[src/hw/rtl/ghaef_pkg.sv]
package ghaef_pkg;

   localparam int SampleWidth = 20;
   localparam int SumWidth = 28;
   localparam int MagWidth = 27;
   localparam int CountWidth = 9;
   localparam int RemWidth = 8;
   localparam int AlphaWidth = 17;
   localparam int DiffWidth = 21;
   localparam int ProdWidth = 23;
   localparam int StepWidth = 5;
   localparam int IndexWidth = 2;

   localparam logic [CountWidth-1:0] MAX_WINDOW = 9'd256;
   localparam logic [CountWidth-1:0] LENGTH_RESET = 9'd16;
   localparam logic [AlphaWidth-1:0] ALPHA_ONE = 17'd65536;
   localparam logic [AlphaWidth-1:0] ALPHA_RESET = 17'd6554;
   localparam logic signed [SampleWidth-1:0] GLITCH_FLOOR = -20'sd16;

   localparam logic [StepWidth-1:0] DIV_LAST_STEP = 5'd26;
   localparam logic [StepWidth-1:0] MUL_LAST_STEP = 5'd16;

   localparam logic [IndexWidth-1:0] REG_WINDOW_LENGTH = 2'd0;
   localparam logic [IndexWidth-1:0] REG_SMOOTHING_ALPHA = 2'd1;

   typedef enum logic [2:0] {
      ST_IDLE,
      ST_LOAD,
      ST_DIV,
      ST_MEAN,
      ST_PREP,
      ST_MUL,
      ST_WRITE
   } state_type;

endpackage

[src/hw/rtl/glitch_hold_average_ema_filter_core.sv]
// Windowed power averager with glitch hold and exponential smoothing.
// The req channel carries one power sample per word (signed, 1/16 mW units).
// A sample below -1 mW is replaced by the last good sample of the window.
// When the configured number of samples has been taken, one word leaves on
// the rsp channel with the window mean and the updated smoothed value.
// The csr channel writes window_length (index 0) and smoothing_alpha
// (index 1); other indexes are ignored. It is always ready and should only
// be written while the block is idle.
// A sample that does not close a window is taken and the block stays ready
// for the next. A closing sample has its result word offered once the steps
// below are done; the first window skips the multiplier. A restoring divider
// retires one quotient bit per cycle, a shift-and-add multiplier consumes
// one alpha bit per cycle, and four steps load, check, prepare and write.
// No sample is accepted until that word has been loaded
// into the output register. If the receiver stalls, the word stays there and
// samples are still taken; a later window then waits in its final step with
// req_ready low. Reset is synchronous and restores the register defaults,
// clears the window and marks the filter as awaiting its first window.
module glitch_hold_average_ema_filter_core (
   input  logic clock,
   input  logic reset,
   input  logic req_valid,
   output logic req_ready,
   input  logic signed [ghaef_pkg::SampleWidth-1:0] req_power_sample,
   output logic rsp_valid,
   input  logic rsp_ready,
   output logic signed [ghaef_pkg::SampleWidth-1:0] rsp_window_average,
   output logic signed [ghaef_pkg::SampleWidth-1:0] rsp_smoothed_power,
   input  logic csr_valid,
   output logic csr_ready,
   input  logic [ghaef_pkg::IndexWidth-1:0] csr_index,
   input  logic [ghaef_pkg::AlphaWidth-1:0] csr_data
);

   ghaef_pkg::state_type state_ff, state_in;

   logic [ghaef_pkg::CountWidth-1:0] window_length_ff;
   logic [ghaef_pkg::AlphaWidth-1:0] smoothing_alpha_ff;

   logic signed [ghaef_pkg::SumWidth-1:0] sum_ff, sum_in;
   logic [ghaef_pkg::CountWidth-1:0] count_ff, count_in;
   logic signed [ghaef_pkg::SampleWidth-1:0] last_good_ff, last_good_in;
   logic signed [ghaef_pkg::SampleWidth-1:0] smoothed_ff, smoothed_in;
   logic first_ff, first_in;

   logic [ghaef_pkg::MagWidth-1:0] quot_ff, quot_in;
   logic [ghaef_pkg::RemWidth-1:0] rem_ff, rem_in;
   logic [ghaef_pkg::CountWidth-1:0] divisor_ff, divisor_in;
   logic neg_ff, neg_in;
   logic [ghaef_pkg::StepWidth-1:0] step_ff, step_in;

   logic signed [ghaef_pkg::SampleWidth-1:0] mean_ff, mean_in;
   logic signed [ghaef_pkg::DiffWidth-1:0] diff_ff, diff_in;
   logic signed [ghaef_pkg::ProdWidth-1:0] prod_ff, prod_in;
   logic [ghaef_pkg::AlphaWidth-1:0] alpha_sr_ff, alpha_sr_in;

   logic rsp_valid_ff, rsp_valid_in;
   logic signed [ghaef_pkg::SampleWidth-1:0] rsp_average_ff, rsp_average_in;
   logic signed [ghaef_pkg::SampleWidth-1:0] rsp_filtered_ff, rsp_filtered_in;

   logic [ghaef_pkg::CountWidth-1:0] length_eff;
   logic [ghaef_pkg::AlphaWidth-1:0] alpha_eff;
   logic signed [ghaef_pkg::SampleWidth-1:0] sample_eff;
   logic [ghaef_pkg::CountWidth-1:0] count_inc;
   logic [ghaef_pkg::CountWidth-1:0] rem_shift;
   logic [ghaef_pkg::SampleWidth-1:0] quot_low;
   logic signed [ghaef_pkg::SampleWidth-1:0] mean_signed;
   logic signed [ghaef_pkg::ProdWidth-1:0] prod_sum;

   assign length_eff = (window_length_ff == '0) ? ghaef_pkg::CountWidth'(1) :
                       (window_length_ff > ghaef_pkg::MAX_WINDOW) ? ghaef_pkg::MAX_WINDOW :
                       window_length_ff;
   assign alpha_eff = (smoothing_alpha_ff > ghaef_pkg::ALPHA_ONE) ? ghaef_pkg::ALPHA_ONE :
                      smoothing_alpha_ff;

   assign sample_eff = (req_power_sample < ghaef_pkg::GLITCH_FLOOR) ? last_good_ff :
                       req_power_sample;
   assign count_inc = count_ff + ghaef_pkg::CountWidth'(1);

   assign rem_shift = {rem_ff, quot_ff[ghaef_pkg::MagWidth-1]};
   assign quot_low = quot_ff[ghaef_pkg::SampleWidth-1:0];
   assign mean_signed = neg_ff ? -$signed(quot_low) : $signed(quot_low);

   assign prod_sum = prod_ff + (alpha_sr_ff[0] ?
                     {{(ghaef_pkg::ProdWidth-ghaef_pkg::DiffWidth)
                       {diff_ff[ghaef_pkg::DiffWidth-1]}}, diff_ff} :
                     ghaef_pkg::ProdWidth'(0));

   assign req_ready = (state_ff == ghaef_pkg::ST_IDLE);
   assign csr_ready = 1'b1;
   assign rsp_valid = rsp_valid_ff;
   assign rsp_window_average = rsp_average_ff;
   assign rsp_smoothed_power = rsp_filtered_ff;

   always_ff @(posedge clock) begin
      if (reset) begin
         state_ff <= ghaef_pkg::ST_IDLE;
      end else begin
         state_ff <= state_in;
      end
   end

   always_comb begin
      state_in = state_ff;
      sum_in = sum_ff;
      count_in = count_ff;
      last_good_in = last_good_ff;
      smoothed_in = smoothed_ff;
      first_in = first_ff;
      quot_in = quot_ff;
      rem_in = rem_ff;
      divisor_in = divisor_ff;
      neg_in = neg_ff;
      step_in = step_ff;
      mean_in = mean_ff;
      diff_in = diff_ff;
      prod_in = prod_ff;
      alpha_sr_in = alpha_sr_ff;
      rsp_valid_in = rsp_valid_ff && !rsp_ready;
      rsp_average_in = rsp_average_ff;
      rsp_filtered_in = rsp_filtered_ff;
      case (state_ff)
         ghaef_pkg::ST_IDLE: begin
            if (req_valid) begin
               last_good_in = sample_eff;
               sum_in = sum_ff + {{(ghaef_pkg::SumWidth-ghaef_pkg::SampleWidth)
                                   {sample_eff[ghaef_pkg::SampleWidth-1]}}, sample_eff};
               count_in = count_inc;
               if (count_inc >= length_eff) begin
                  last_good_in = '0;
                  state_in = ghaef_pkg::ST_LOAD;
               end
            end
         end
         ghaef_pkg::ST_LOAD: begin
            neg_in = sum_ff[ghaef_pkg::SumWidth-1];
            quot_in = sum_ff[ghaef_pkg::SumWidth-1] ?
                      ghaef_pkg::MagWidth'(-sum_ff) : sum_ff[ghaef_pkg::MagWidth-1:0];
            rem_in = '0;
            divisor_in = count_ff;
            step_in = '0;
            sum_in = '0;
            count_in = '0;
            state_in = ghaef_pkg::ST_DIV;
         end
         ghaef_pkg::ST_DIV: begin
            if (rem_shift >= divisor_ff) begin
               rem_in = ghaef_pkg::RemWidth'(rem_shift - divisor_ff);
               quot_in = {quot_ff[ghaef_pkg::MagWidth-2:0], 1'b1};
            end else begin
               rem_in = rem_shift[ghaef_pkg::RemWidth-1:0];
               quot_in = {quot_ff[ghaef_pkg::MagWidth-2:0], 1'b0};
            end
            step_in = step_ff + ghaef_pkg::StepWidth'(1);
            if (step_ff == ghaef_pkg::DIV_LAST_STEP) begin
               state_in = ghaef_pkg::ST_MEAN;
            end
         end
         ghaef_pkg::ST_MEAN: begin
            mean_in = (mean_signed < ghaef_pkg::GLITCH_FLOOR) ? smoothed_ff : mean_signed;
            state_in = ghaef_pkg::ST_PREP;
         end
         ghaef_pkg::ST_PREP: begin
            diff_in = {mean_ff[ghaef_pkg::SampleWidth-1], mean_ff} -
                      {smoothed_ff[ghaef_pkg::SampleWidth-1], smoothed_ff};
            alpha_sr_in = alpha_eff;
            prod_in = '0;
            step_in = '0;
            state_in = first_ff ? ghaef_pkg::ST_WRITE : ghaef_pkg::ST_MUL;
         end
         ghaef_pkg::ST_MUL: begin
            alpha_sr_in = {1'b0, alpha_sr_ff[ghaef_pkg::AlphaWidth-1:1]};
            step_in = step_ff + ghaef_pkg::StepWidth'(1);
            if (step_ff == ghaef_pkg::MUL_LAST_STEP) begin
               prod_in = prod_sum;
               state_in = ghaef_pkg::ST_WRITE;
            end else begin
               prod_in = prod_sum >>> 1;
            end
         end
         ghaef_pkg::ST_WRITE: begin
            if (!rsp_valid_ff || rsp_ready) begin
               if (first_ff) begin
                  smoothed_in = mean_ff;
                  rsp_filtered_in = mean_ff;
               end else begin
                  smoothed_in = smoothed_ff + prod_ff[ghaef_pkg::SampleWidth-1:0];
                  rsp_filtered_in = smoothed_ff + prod_ff[ghaef_pkg::SampleWidth-1:0];
               end
               first_in = 1'b0;
               rsp_average_in = mean_ff;
               rsp_valid_in = 1'b1;
               state_in = ghaef_pkg::ST_IDLE;
            end
         end
         default: begin
            state_in = ghaef_pkg::ST_IDLE;
         end
      endcase
   end

   always_ff @(posedge clock) begin
      if (reset) begin
         window_length_ff <= ghaef_pkg::LENGTH_RESET;
         smoothing_alpha_ff <= ghaef_pkg::ALPHA_RESET;
         sum_ff <= '0;
         count_ff <= '0;
         last_good_ff <= '0;
         smoothed_ff <= '0;
         first_ff <= 1'b1;
         step_ff <= '0;
         rsp_valid_ff <= 1'b0;
      end else begin
         if (csr_valid && csr_ready) begin
            if (csr_index == ghaef_pkg::REG_WINDOW_LENGTH) begin
               window_length_ff <= csr_data[ghaef_pkg::CountWidth-1:0];
            end else if (csr_index == ghaef_pkg::REG_SMOOTHING_ALPHA) begin
               smoothing_alpha_ff <= csr_data;
            end
         end
         sum_ff <= sum_in;
         count_ff <= count_in;
         last_good_ff <= last_good_in;
         smoothed_ff <= smoothed_in;
         first_ff <= first_in;
         step_ff <= step_in;
         rsp_valid_ff <= rsp_valid_in;
      end
   end

   always_ff @(posedge clock) begin
      quot_ff <= quot_in;
      rem_ff <= rem_in;
      divisor_ff <= divisor_in;
      neg_ff <= neg_in;
      mean_ff <= mean_in;
      diff_ff <= diff_in;
      prod_ff <= prod_in;
      alpha_sr_ff <= alpha_sr_in;
      rsp_average_ff <= rsp_average_in;
      rsp_filtered_ff <= rsp_filtered_in;
   end

endmodule
[config.mk]
export PLATFORM = sky130hd
export DESIGN_NAME = glitch_hold_average_ema_filter_core
export DESIGN_NICKNAME = d
export VERILOG_FILES = /design/src/hw/rtl/ghaef_pkg.sv /design/src/hw/rtl/glitch_hold_average_ema_filter_core.sv
export SDC_FILE = /design/constraint.sdc
export NUM_CORES = 1
export LEC_CHECK = 0
export ABC_AREA = 1
export BUFFER_PORTS_ARGS = -buffer_cell sky130_fd_sc_hd__buf_2
export CAP_MARGIN = 20
export CORE_UTILIZATION = 50
export CTS_BUF_LIST = sky130_fd_sc_hd__clkbuf_2 sky130_fd_sc_hd__clkbuf_4 sky130_fd_sc_hd__clkbuf_8
export CTS_CLUSTER_SIZE = 16
export DETAILED_ROUTE_END_ITERATION = 8
export GPL_ROUTABILITY_DRIVEN = 0
export GPL_TIMING_DRIVEN = 0
export PLACE_DENSITY = 0.67
export SYNTH_ARGS = -nofsm -noshare
export SYNTH_HDL_FRONTEND = slang
export SYNTH_SLANG_ARGS = --single-unit
[constraint.sdc]
create_clock -name clock -period 4.6 [get_ports clock]
set_clock_uncertainty 0.2 [all_clocks]
set_input_delay 0.23 -clock clock [delete_from_list [all_inputs] [get_ports clock]]
set_output_delay 0.23 -clock clock [all_outputs]
set_load 0.05 [all_outputs]
# Yosys cells after proc, flatten, opt, wreduce, memory -nomap -nowiden
# Cells that the tools add are included.
# totals
out_inout_bits	43
reg_bits	279
# op_classes
order_cmp	6
n_bitwise	1
n_addsub	9
reduce_logical	19
n_mux	31
eq_ne	14
# ops
op	count
20-bit 2-to-1 mux	5
28-bit one-hot mux with 2 select lines	1
27-bit one-hot mux with 2 select lines	1
23-bit one-hot mux with 2 select lines	1
20-bit by 5-bit < comparator with 1-bit output (second input constant)	2
17-bit one-hot mux with 2 select lines	1
28-bit adder	1
28-bit 2-to-1 mux	1
27-bit 2-to-1 mux	1
9-bit 2-to-1 mux	3
27-bit negator	1
23-bit adder	1
23-bit 2-to-1 mux	1
22-bit 2-to-1 mux	1
3-bit one-hot mux with 7 select lines	1
20-bit by 20-bit subtractor with 21-bit output	1
20-bit adder	1
20-bit negator	1
9-bit >= comparator	2
9-bit one-hot mux with 2 select lines	1
17-bit > comparator (second input constant)	1
17-bit 2-to-1 mux	1
8-bit one-hot mux with 2 select lines	1
3-bit 2-to-1 mux	5
other kinds (27)	44

# Depth between registers and ports, before layout
# Gate-level depths: netlist (run 1).
# logic_depth
ltp_word	7
depth_mapped	23

# Least setup slack after synthesis (run 1)
# Ideal clock, no wire load.
# synth_path
path_type	register to register
startpoint	register state_ff[2]
endpoint	register diff_ff[0] in the netlist's numbering, enable pin
setup_time_ns	0.399
slack_ns	1.339
arrival_time_ns	2.662
stages_incl_launch_ff	5
path_cell_list	dfxtp_1 -> inv_1 -> nor2_2 -> inv_1 -> nor2_1
# synth_via
elab_chain_len	1
# synth_lines
item	line	text
start: declaration	glitch_hold_average_ema_filter_core.sv:35	ghaef_pkg::state_type state_ff, state_in;
start signal: assignment	glitch_hold_average_ema_filter_core.sv:97	state_ff <= ghaef_pkg::ST_IDLE;
start signal: assignment	glitch_hold_average_ema_filter_core.sv:99	state_ff <= state_in;
3-bit equality test	glitch_hold_average_ema_filter_core.sv:122	case (state_ff)
end signal: assignment	glitch_hold_average_ema_filter_core.sv:237	diff_ff <= diff_in;
end: declaration	glitch_hold_average_ema_filter_core.sv:53	logic signed [ghaef_pkg::DiffWidth-1:0] diff_ff, diff_in;
# No other way between the ends.
# A chain may end at the register's enable or synchronous reset.

# Final worst setup path (run 1)
# layout_path
startpoint	input port req_power_sample[19] in the netlist's numbering
endpoint	register sum_ff[26] in the netlist's numbering
# layout_via
elab_chain_len	5
# layout_lines
item	line	text
start: declaration	glitch_hold_average_ema_filter_core.sv:24	input logic signed [ghaef_pkg::SampleWidth-1:0] req_power_sample,
20-bit by 5-bit < comparator with 1-bit output	glitch_hold_average_ema_filter_core.sv:76	assign sample_eff = (req_power_sample < ghaef_pkg::GLITCH_FLOOR) ? last_good_ff :
20-bit 2-to-1 mux *	glitch_hold_average_ema_filter_core.sv:76	
28-bit adder *	glitch_hold_average_ema_filter_core.sv:126	sum_in = sum_ff + {{(ghaef_pkg::SumWidth-ghaef_pkg::SampleWidth)
28-bit 2-to-1 mux *	glitch_hold_average_ema_filter_core.sv:124	if (req_valid) begin
28-bit one-hot mux with 2 select lines *	glitch_hold_average_ema_filter_core.sv:122	
end signal: assignment	glitch_hold_average_ema_filter_core.sv:221	sum_ff <= sum_in;
end: declaration	glitch_hold_average_ema_filter_core.sv:40	logic signed [ghaef_pkg::SumWidth-1:0] sum_ff, sum_in;
# Mark *: on every way between the ends. The rest lies on a longest branch, timed or not. The select of a mux whose other input is x is not followed.

==> results of run 1 <==
-- cells in the final DEF, fill, tap and decap left out, types with 96 or more instances in the layout --
| cell | Yosys | routed |
|---|---|---|
| nand2_1 | 712 | 712 |
| inv_1 | 265 | 264 |
| a21oi_1 | 222 | 222 |
| nor2_1 | 171 | 170 |
| nand3_1 | 169 | 169 |
| edfxtp_1 | 166 | 166 |
| o21ai_0 | 158 | 158 |
| dfxtp_1 | 113 | 113 |
| ha_1 | 112 | 112 |
| buf_2 | 12 | 96 |
-- worst max-delay path: cells and delay by family --
family	cells	cell delay, ns
adders and majority gates	1	0.43
and+or+nand+nor	11	1.34
buffers and inverters	5	1.12
AOI/OAI and AO/OA	4	0.90
-- cell type report --
cell class,count,area (um^2)
multi-input cells,1821,9543
inverters,271,1017
flip-flops and latches,279,7247
repair buffers,143,1062
clock buffers,73,854.6
diodes,1,2.502
clock inverters,16,126.4
plain buffers,61,255.2
fillers,3377,14880
well taps,461,576.8
-- logic make-up after synthesis --
kind of cell             count (synthesis)  share of synthesized area, %
AND/OR/NAND/NOR                       1173                         27.25
AO/OA/AOI/OAI                          460                         13.82
buffers and inverters                  332                         7.050
flip-flops                             279                         40.15
adder cells (fa/ha/maj)                117                         8.318
XOR/XNOR                                70                         3.397
other                                    1                       0.02078
-- sequential cells by signal, indices dropped and copies added, names as in the netlist, 21 cells and up --
signal,count
sum_ff,28
diff_ff,21
quot_ff,27
prod_ff,23
-- timing repair --
item	4_1_cts	5_1_grt
hold endpoints to repair	51	0
resized for setup	0	0
hold buffers	54	0
-- metrics by stage --
step	utilization [%]	setup slack, ns
finish	58.15	0.8823
global route	58.15	0.4992
CTS	58.15	0.9343
detailed placement	53.87	0.7853
global placement	53.55	0.3324
floorplan	-	1.339
-- layer usage --
metal	global-route usage [%]	up-vias	wire (um)
met3	3.636	121	2833
met2	47.28	559	23940
li1	-	8553	-
met5	0	-	0
met1	34.99	7944	21880
met4	12.99	0	2091
-- report_power, final --
group	total (mW)	internal (mW)	switching [mW]
registers	3.20	2.98	0.226
logic	2.01	0.670	1.34
clock network	2.35	1.26	1.09
total	7.57	4.90	2.66
-- final timing paths --
kind	startpoint	end	slack, ns	cells past startpoint
min	csr_valid	smoothing_alpha_ff[0]$_SDFFE_PP0P_	0.10	6
min reg2reg	last_good_ff[7]$_SDFFE_PP0P_	last_good_ff[7]$_SDFFE_PP0P_	0.27	2
max reg2reg	count_ff[0]$_SDFFE_PP0P_	last_good_ff[18]$_SDFFE_PP0P_	1.21	15
max	req_power_sample[19]	sum_ff[26]$_SDFFE_PP0P_	0.88	21
==> reports/qor.csv, run 1 <==
stage;metric;value;unit
critical_path;data arrival time of the worst path;4.02;ns
clock_network;CTS tree;yes;
global_routing;GRT Overall Usage;27.83;%
final_layout;fraction of layout cells with a size suffix above 1;8.371;%
die;chip height;192;um
critical_path;CP max stage delay;0.53;ns
clock_network;clock buffer count from CTS;49;
routing;routed length per instance;16.23;um
clock_network;clk buf depth;3;
die;DIE AREA;0.03686;mm^2
routing;Antenna Nets Post-Route;0;
power_and_ir_drop;VDD IR max;0.2199;mV
timing;final-report max-slew violation count;0;
global_routing;number of global-route vias before repair;16330;
synth;sequential fraction of the synthesis area;40.15;%
clock_network;Worst-path clk slew;0.06;ns
place;area post-placement;0.01916;mm^2
synth;Synth area leader;edfxtp_1;
job;maximum capacitance violations;0;
timing;Tcrit/Tclk final;80.82;%
routing;initial drt markers;1267;
synth;Commonest cells post-synth;nand2_1 (712), inv_1 (265), a21oi_1 (222);
synth;Mapped Area;0.01805;mm^2
run_status;status;finished clean;
synth;Cells after Synth;2432;
power_and_ir_drop;Leak;9.311;nW
final_layout;nets@finish;2787;
routing;DRC violations left;0;
timing;Setup violations, final;0;
routing;total number of vias;17180;
global_routing;first-pass GRT wire length;81050;um
synth;Synth top area share;27.62;%
timing;hold_ws;0.1006;ns
clock_network;post-CTS setup buffers;0;
synth;Syn Area/Cell;7.422;um^2
critical_path;Req. time, crit path;4.91;ns
routing;Routed WL;50740;um
clock_network;worst skew pair latency;0.65;ns
clock_network;clk root buf;clkbuf_8;
routing;DRT Pass-1 Iters;6;
die;core area;0.03557;mm^2
critical_path;Setup crit end kind;register;
timing;Final Hold Fails;0;
critical_path;startpoint class of the critical path;primary input;
place;Port Buffers;84;
timing;setup tns final;0;ns
clock_network;CTS sink cnt;279;
critical_path;critical path cell sequence;dlygate4sd3_1 -> buf_2 -> nand2_1 -> nor2_1 -> nand4_1 -> nor2_1 -> nor2_2 -> inv_1 -> buf_2 -> o21ai_0 -> inv_1 -> fa_1 -> nand3b_1 -> nand2_1 -> a21oi_1 -> o21bai_1 -> nand3_1 -> nand2_1 -> nand2_1 -> nand3_1 -> a21oi_1;
timing;Fmax;269.0;MHz
global_routing;initial antenna violation count;1;
timing;minimum clock period;3.718;ns
global_routing;grt ovf;0;
synth;warnings from Yosys;0;
global_routing;largest net degree at the start of global routing;41;
place;HPWL Detailed;39020;um
timing;worst-margin pin slew;0.8733;ns
hold_path;worst hold path type;in2reg;
die;Die W;192;um
synth;dominant cells by area after synthesis;edfxtp_1 (28%), nand2_1 (15%), dfxtp_1 (13%), ha_1 (7.8%), a21oi_1 (6.2%);
timing;RSZ-0062 raised after global routing;false;
synth;count leader, synth;nand2_1;
synth;ys async rst share;0;%
final_layout;area grow syn2layout;14.60;%
die;# rows;69;
die;I/O pin count;87;
critical_path;Crit-path slowest cell;dlygate4sd3_1;
synth;ys flop type;edfxtp_1;
power_and_ir_drop;Total Power;7.566;mW
synth;Yosys cell types;50;
critical_path;Setup CP Type;in2reg;
timing;Worst slew margin;41.78;%
power_and_ir_drop;Power Density;365.8;mW/mm^2
critical_path;Max FO, Critical Path;10;
clock_network;H-Tree Depth;2;
place;Placed Cells;2982;
synth;Yosys reg bits;279;
synth;Post-synth EDFFs;166;
synth;Synthesized Nets;2593;
die;Initial Utilization;50.75;%
final_layout;fin cells;3126;
critical_path;CP most frequent cell;nand2_1;
final_layout;finished layout cell area;0.02068;mm^2
routing;vias per inst;5.495;
Note: power is estimated with default switching activity, not from simulation.
==> inputs of run 2 (changes only) <==
Settings changed: PLACE_DENSITY 0.67 to 0.7.
Clock period 4.6 ns to 3.1 ns, I/O delays scaled along.
==> run 2 against run 1 <==
  * Die area is the same
  * Register-to-register slack lost 1.1 ns
  * Global-route usage shrank 0.24 points
  * Design area grew 0.90%
  * Critical endpoint is now last_good_ff[14]$_SDFFE_PP0P_
  * Non-clock buffer count grew 4
  * Critical path depth shrank 6
  * Core utilization grew 0.52 points
  * Highest routed layer unchanged
==> reports/qor.csv, run 2 (synthesis results as in run 1) <==
stage;metric;value;unit
place;HPWL Detailed;38500;um
routing;initial drt markers;1315;
clock_network;clock buffer count from CTS;49;
die;I/O pin count;87;
clock_network;H-Tree Depth;2;
run_status;status;finished clean;
critical_path;startpoint class of the critical path;register;
timing;Setup violations, final;0;
final_layout;commonest non-fill, non-tap cell in the layout;nand2_1;
timing;Tcrit/Tclk final;97.12;%
routing;total number of vias;17150;
routing;routed length per instance;16.11;um
clock_network;CTS sink cnt;279;
timing;Final Hold Fails;0;
timing;hold_ws;0.07389;ns
final_layout;ant diodes;0;
hold_path;WHS Path Cells;3;
power_and_ir_drop;power share of the clock group;32.3;%
routing;DRC violations left;0;
clock_network;clk root buf;clkbuf_8;
final_layout;Largest Register;sum_ff;
power_and_ir_drop;VDD IR max;0.3972;mV
critical_path;Req. time, crit path;3.46;ns
clock_network;CTS tree;yes;
timing;final-report max-slew violation count;0;
clock_network;worst skew pair latency;0.64;ns
final_layout;fraction of layout cells with a size suffix above 1;9.173;%
final_layout;finished layout cell area;0.02087;mm^2
routing;Antenna Nets Post-Route;0;
hold_path;worst hold path type;in2reg;
job;maximum capacitance violations;0;
power_and_ir_drop;Leak;9.421;nW
final_layout;largest registers;sum_ff: 28 flops, quot_ff: 27 flops, prod_ff: 23 flops;
die;Die W;192;um
timing;RSZ-0062 raised after global routing;true;
clock_network;Worst-path clk slew;0.06;ns
die;DIE AREA;0.03686;mm^2
timing;Worst slew margin;27.82;%
final_layout;commonest cells after routing, fill and taps aside;nand2_1 (711), inv_1 (264), a21oi_1 (222);
global_routing;largest net degree at the start of global routing;42;
place;Port Buffers;84;
final_layout;area grow syn2layout;15.63;%
place;area post-placement;0.01914;mm^2
die;chip height;192;um
critical_path;Max FO, Critical Path;10;
die;# rows;69;
critical_path;Setup crit end kind;register;
timing;Fmax;332.1;MHz
power_and_ir_drop;Total Power;11.44;mW
timing;worst-margin pin slew;1.077;ns
die;core area;0.03557;mm^2
global_routing;GRT Overall Usage;27.59;%
power_and_ir_drop;Switching Share;34.22;%
routing;DRT Pass-1 Iters;8;
final_layout;max reg flops;28;
final_layout;nets@finish;2792;
timing;setup tns final;0;ns
power_and_ir_drop;Power Density;547.9;mW/mm^2
timing;minimum clock period;3.011;ns
critical_path;data arrival time of the worst path;3.37;ns
clock_network;clk buf depth;3;
power_and_ir_drop;switching pwr;3.913;mW
critical_path;R2R cell count;15;
power_and_ir_drop;Seq pwr share;41.6;%
power_and_ir_drop;P_int;7.523;mW
routing;vias per inst;5.476;
global_routing;number of global-route vias before repair;16210;
global_routing;initial antenna violation count;0;
die;Initial Utilization;50.75;%
global_routing;grt ovf;0;
critical_path;Setup CP Type;reg2reg;
global_routing;first-pass GRT wire length;80390;um
power_and_ir_drop;Logic pwr share;26.1;%
routing;Routed WL;50440;um
run 2: layer usage:
metal  GRT usage [%]  share of wire [%]  vias to the layer above
met1           35.23                 43                     7870
met5               0                  0                        -
met4           12.78                3.9                        0
li1                -                  -                     8565
met3           3.819                5.9                      124
met2           46.10                 47                      591
run 2: cell type report:
class	count	area (um^2)
plain buffers	61	272.8
repair buffers	147	1090
clock buffers	76	939.7
clock inverters	15	126.4
multi-input cells	1822	9599
well taps	461	576.8
flip-flops and latches	279	7249
fillers	3263	14700
inverters	271	1017
run 2: critical path: stages, from the launching register on:
cell and delay [ns]:
dfxtp_2 0.39, ha_1 0.18, nand2_1 0.05, inv_1 0.09
nand4_1 0.13, nand3b_1 0.24, xnor2_2 0.17, ha_1 0.31
a21oi_1 0.14, o21ai_0 0.10, a21oi_1 0.18, nand3_2 0.16
nor2_2 0.18, buf_4 0.22, nand2_1 0.09, a21oi_1 0.13
run 2: power groups by stage:
stage | clock (mW) | combinational, mW | sequential (mW)
floorplan | 0 | 2.13 | 4.71
global placement | 0 | 2.75 | 4.82
detailed placement | 0 | 2.88 | 4.81
CTS | 3.75 | 2.96 | 4.75
global route | 3.90 | 3.38 | 4.80
finish | 3.70 | 2.98 | 4.76
run 2: per-stage QoR:
stage	cells	utilization [%]	worst slack (ns)
3_3_place_gp	2977	53.56	-0.6257
3_5_place_dp	2981	53.81	-0.6871
5_1_grt	3132	58.68	-0.1147
2_1_floorplan	2432	-	0.2474
4_1_cts	3129	58.43	0.009716
6_report	3132	58.68	0.08922
run 2: worst paths after layout:
kind / startpoint / end / slack (ns)
setup / recovery: count_ff[0]$_SDFFE_PP0P_ / last_good_ff[14]$_SDFFE_PP0P_ / 0.09
hold / removal: reset / last_good_ff[7]$_SDFFE_PP0P_ / 0.07
setup reg to reg: count_ff[0]$_SDFFE_PP0P_ / last_good_ff[14]$_SDFFE_PP0P_ / 0.09
hold reg to reg: last_good_ff[4]$_SDFFE_PP0P_ / last_good_ff[4]$_SDFFE_PP0P_ / 0.27
run 2: timing repair:
| item | CTS | global route |
|---|---|---|
| hold buffers | 56 | 0 |
| endpoints found under the hold margin | 65 | 0 |
| gates cloned | 1 | 0 |
| pin swaps | 1 | 1 |
| setup endpoints to repair | 27 | 52 |
| gates resized for setup | 7 | 28 |
| setup buffers | 0 | 2 |
==> inputs of run 3 (changes only) <==
Settings changed: CORE_UTILIZATION 50 to 58, PLACE_DENSITY 0.7 to 0.79.
==> run 3 against run 2 <==
  * Hold slack better by 0.018 ns
  * Die area shrank 14%
  * Register-to-register slack better by 0.04 ns
  * Largest cell class unchanged
  * Highest routed layer unchanged
==> reports/qor.csv, run 3 (synthesis results as in run 1) <==
stage;metric;value;unit
routing;Antenna Nets Post-Route;0;
final_layout;fraction of layout cells with a size suffix above 1;9.533;%
die;# rows;64;
routing;initial drt markers;1789;
place;HPWL Detailed;37690;um
global_routing;GRT Overall Usage;32.14;%
critical_path;data arrival time of the worst path;3.29;ns
routing;vias per inst;5.833;
global_routing;number of global-route vias before repair;16870;
routing;total number of vias;17920;
routing;DRT Pass-1 Iters;6;
final_layout;Largest Register;sum_ff;
global_routing;met2 GRT Util;53.21;%
final_layout;nets@finish;2797;
critical_path;Setup crit end kind;register;
final_layout;area grow syn2layout;16.02;%
power_and_ir_drop;Seq pwr share;40.7;%
critical_path;CP max stage delay;0.38;ns
power_and_ir_drop;switching pwr;4.043;mW
global_routing;first-pass GRT wire length;81440;um
die;core area;0.03059;mm^2
timing;minimum clock period;2.974;ns
die;DIE AREA;0.03183;mm^2
power_and_ir_drop;Switching Share;34.53;%
routing;routed length per instance;16.86;um
power_and_ir_drop;Leak;9.469;nW
place;Port Buffers;84;
timing;Fmax;336.3;MHz
critical_path;startpoint class of the critical path;register;
critical_path;Max FO, Critical Path;10;
die;chip height;178.4;um
die;Die W;178.4;um
clock_network;CTS tree;yes;
clock_network;clk root buf;clkbuf_8;
global_routing;routing usage on met1;39.79;%
power_and_ir_drop;Power Density;559.1;mW/mm^2
timing;Worst slew margin;30.92;%
global_routing;grt ovf;0;
power_and_ir_drop;Logic pwr share;26.6;%
final_layout;fill cell count;2486;
timing;Setup violations, final;0;
power_and_ir_drop;power share of the clock group;32.7;%
global_routing;initial antenna violation count;1;
timing;final-report max-slew violation count;0;
run_status;status;finished clean;
timing;worst-margin pin slew;1.031;ns
clock_network;clock buffer count from CTS;47;
timing;Final Hold Fails;0;
critical_path;Setup CP Type;reg2reg;
global_routing;met3 Use GR;4.518;%
die;Initial Utilization;59.01;%
place;area post-placement;0.01906;mm^2
timing;hold_ws;0.09183;ns
clock_network;worst skew pair latency;0.61;ns
global_routing;busiest grt layer;met2;
final_layout;commonest cells after routing, fill and taps aside;nand2_1 (711), inv_1 (262), a21oi_1 (217);
global_routing;largest net degree at the start of global routing;42;
final_layout;commonest non-fill, non-tap cell in the layout;nand2_1;
final_layout;finished layout cell area;0.02094;mm^2
critical_path;Crit-path slowest cell;dfxtp_4;
timing;Tcrit/Tclk final;95.93;%
final_layout;max reg flops;28;
power_and_ir_drop;VDD IR max;0.4896;mV
clock_network;clk buf depth;3;
clock_network;Worst-path clk slew;0.07;ns
power_and_ir_drop;P_int;7.666;mW
routing;Routed WL;51820;um
clock_network;CTS sink cnt;279;
final_layout;multi-input logic area;0.009653;mm^2
critical_path;Req. time, crit path;3.42;ns
clock_network;H-Tree Depth;2;
final_layout;Seq. cell area;0.007251;mm^2
critical_path;critical path cell sequence;ha_2 -> nand2_1 -> inv_2 -> nand4_1 -> nand3b_1 -> xnor2_2 -> ha_4 -> a21oi_2 -> o21ai_0 -> a21oi_1 -> nand3_2 -> nor2_4 -> buf_4 -> nand2_1 -> a21oi_1;
routing;DRC violations left;0;
hold_path;worst hold path type;in2reg;
die;I/O pin count;87;
final_layout;largest registers;sum_ff: 28 flops, quot_ff: 27 flops, prod_ff: 23 flops;
power_and_ir_drop;Total Power;11.71;mW
job;maximum capacitance violations;0;
==> run 3: critical path, delay by kind of cell (launching register included) <==
family	cells	cell delay (ns)
buffers and inverters	2	0.28
flip-flops	1	0.38
AND/OR/NAND/NOR	6	0.78
AO/OA/AOI/OAI	4	0.54
adder cells (fa/ha/maj)	2	0.43
XOR/XNOR	1	0.25
==> run 3: area by class of cell <==
type	count	area share (%)
clock inverter	25	1.434
sequential	279	34.62
clock buffer	63	3.812
inverter	271	4.858
antenna	2	0.02390
buffer	60	1.297
timing repair buffer	155	5.491
tap	396	2.366
multi-input combinational	1822	46.10
==> run 3: power groups by stage <==
stage | clock (mW) | combinational [mW] | sequential [mW]
floorplan | 0 | 2.13 | 4.71
global placement | 0 | 2.73 | 4.81
detailed placement | 0 | 2.90 | 4.82
CTS | 3.83 | 3.00 | 4.75
global route | 4.00 | 3.47 | 4.80
finish | 3.82 | 3.11 | 4.77
==> run 3: final timing paths <==
| check | startpoint | to | cells after the start | slack [ns] |
|---|---|---|---|---|
| hold / removal | csr_data[12] | smoothing_alpha_ff[12]$_SDFFE_PP1P_ | 4 | 0.09 |
| hold reg to reg | last_good_ff[13]$_SDFFE_PP0P_ | last_good_ff[13]$_SDFFE_PP0P_ | 2 | 0.27 |
| setup reg to reg | count_ff[0]$_SDFFE_PP0P_ | last_good_ff[9]$_SDFFE_PP0P_ | 15 | 0.13 |
| setup / recovery | count_ff[0]$_SDFFE_PP0P_ | last_good_ff[9]$_SDFFE_PP0P_ | 15 | 0.13 |
==> run 3: what timing repair did <==
action | in CTS | in global routing
hold buffers | 58 | 0
setup buffers | 0 | 8
pin swaps | 0 | 6
resized for setup | 8 | 33
hold endpoints to repair | 52 | 0
setup endpoints to repair | 26 | 53
cloned | 0 | 2
==> run 3: stage by stage <==
stage / util (%) / worst slack (ns) / std cells / setup TNS (ns)
3_3_place_gp: 62.02 / -0.5662 / 2912 / -25.71
2_1_floorplan: - / 0.2474 / 2432 / 0
6_report: 68.46 / 0.1263 / 3073 / 0
5_1_grt: 68.45 / -0.04002 / 3072 / -0.2867
3_5_place_dp: 62.32 / -0.6294 / 2916 / -11.03
4_1_cts: 67.85 / 0.009702 / 3061 / 0
==> run 3: metal layers <==
metal	wire [um]	vias up
met5	0	-
met4	3110	0
met3	3934	236
met2	23910	914
met1	20870	8206
li1	-	8568
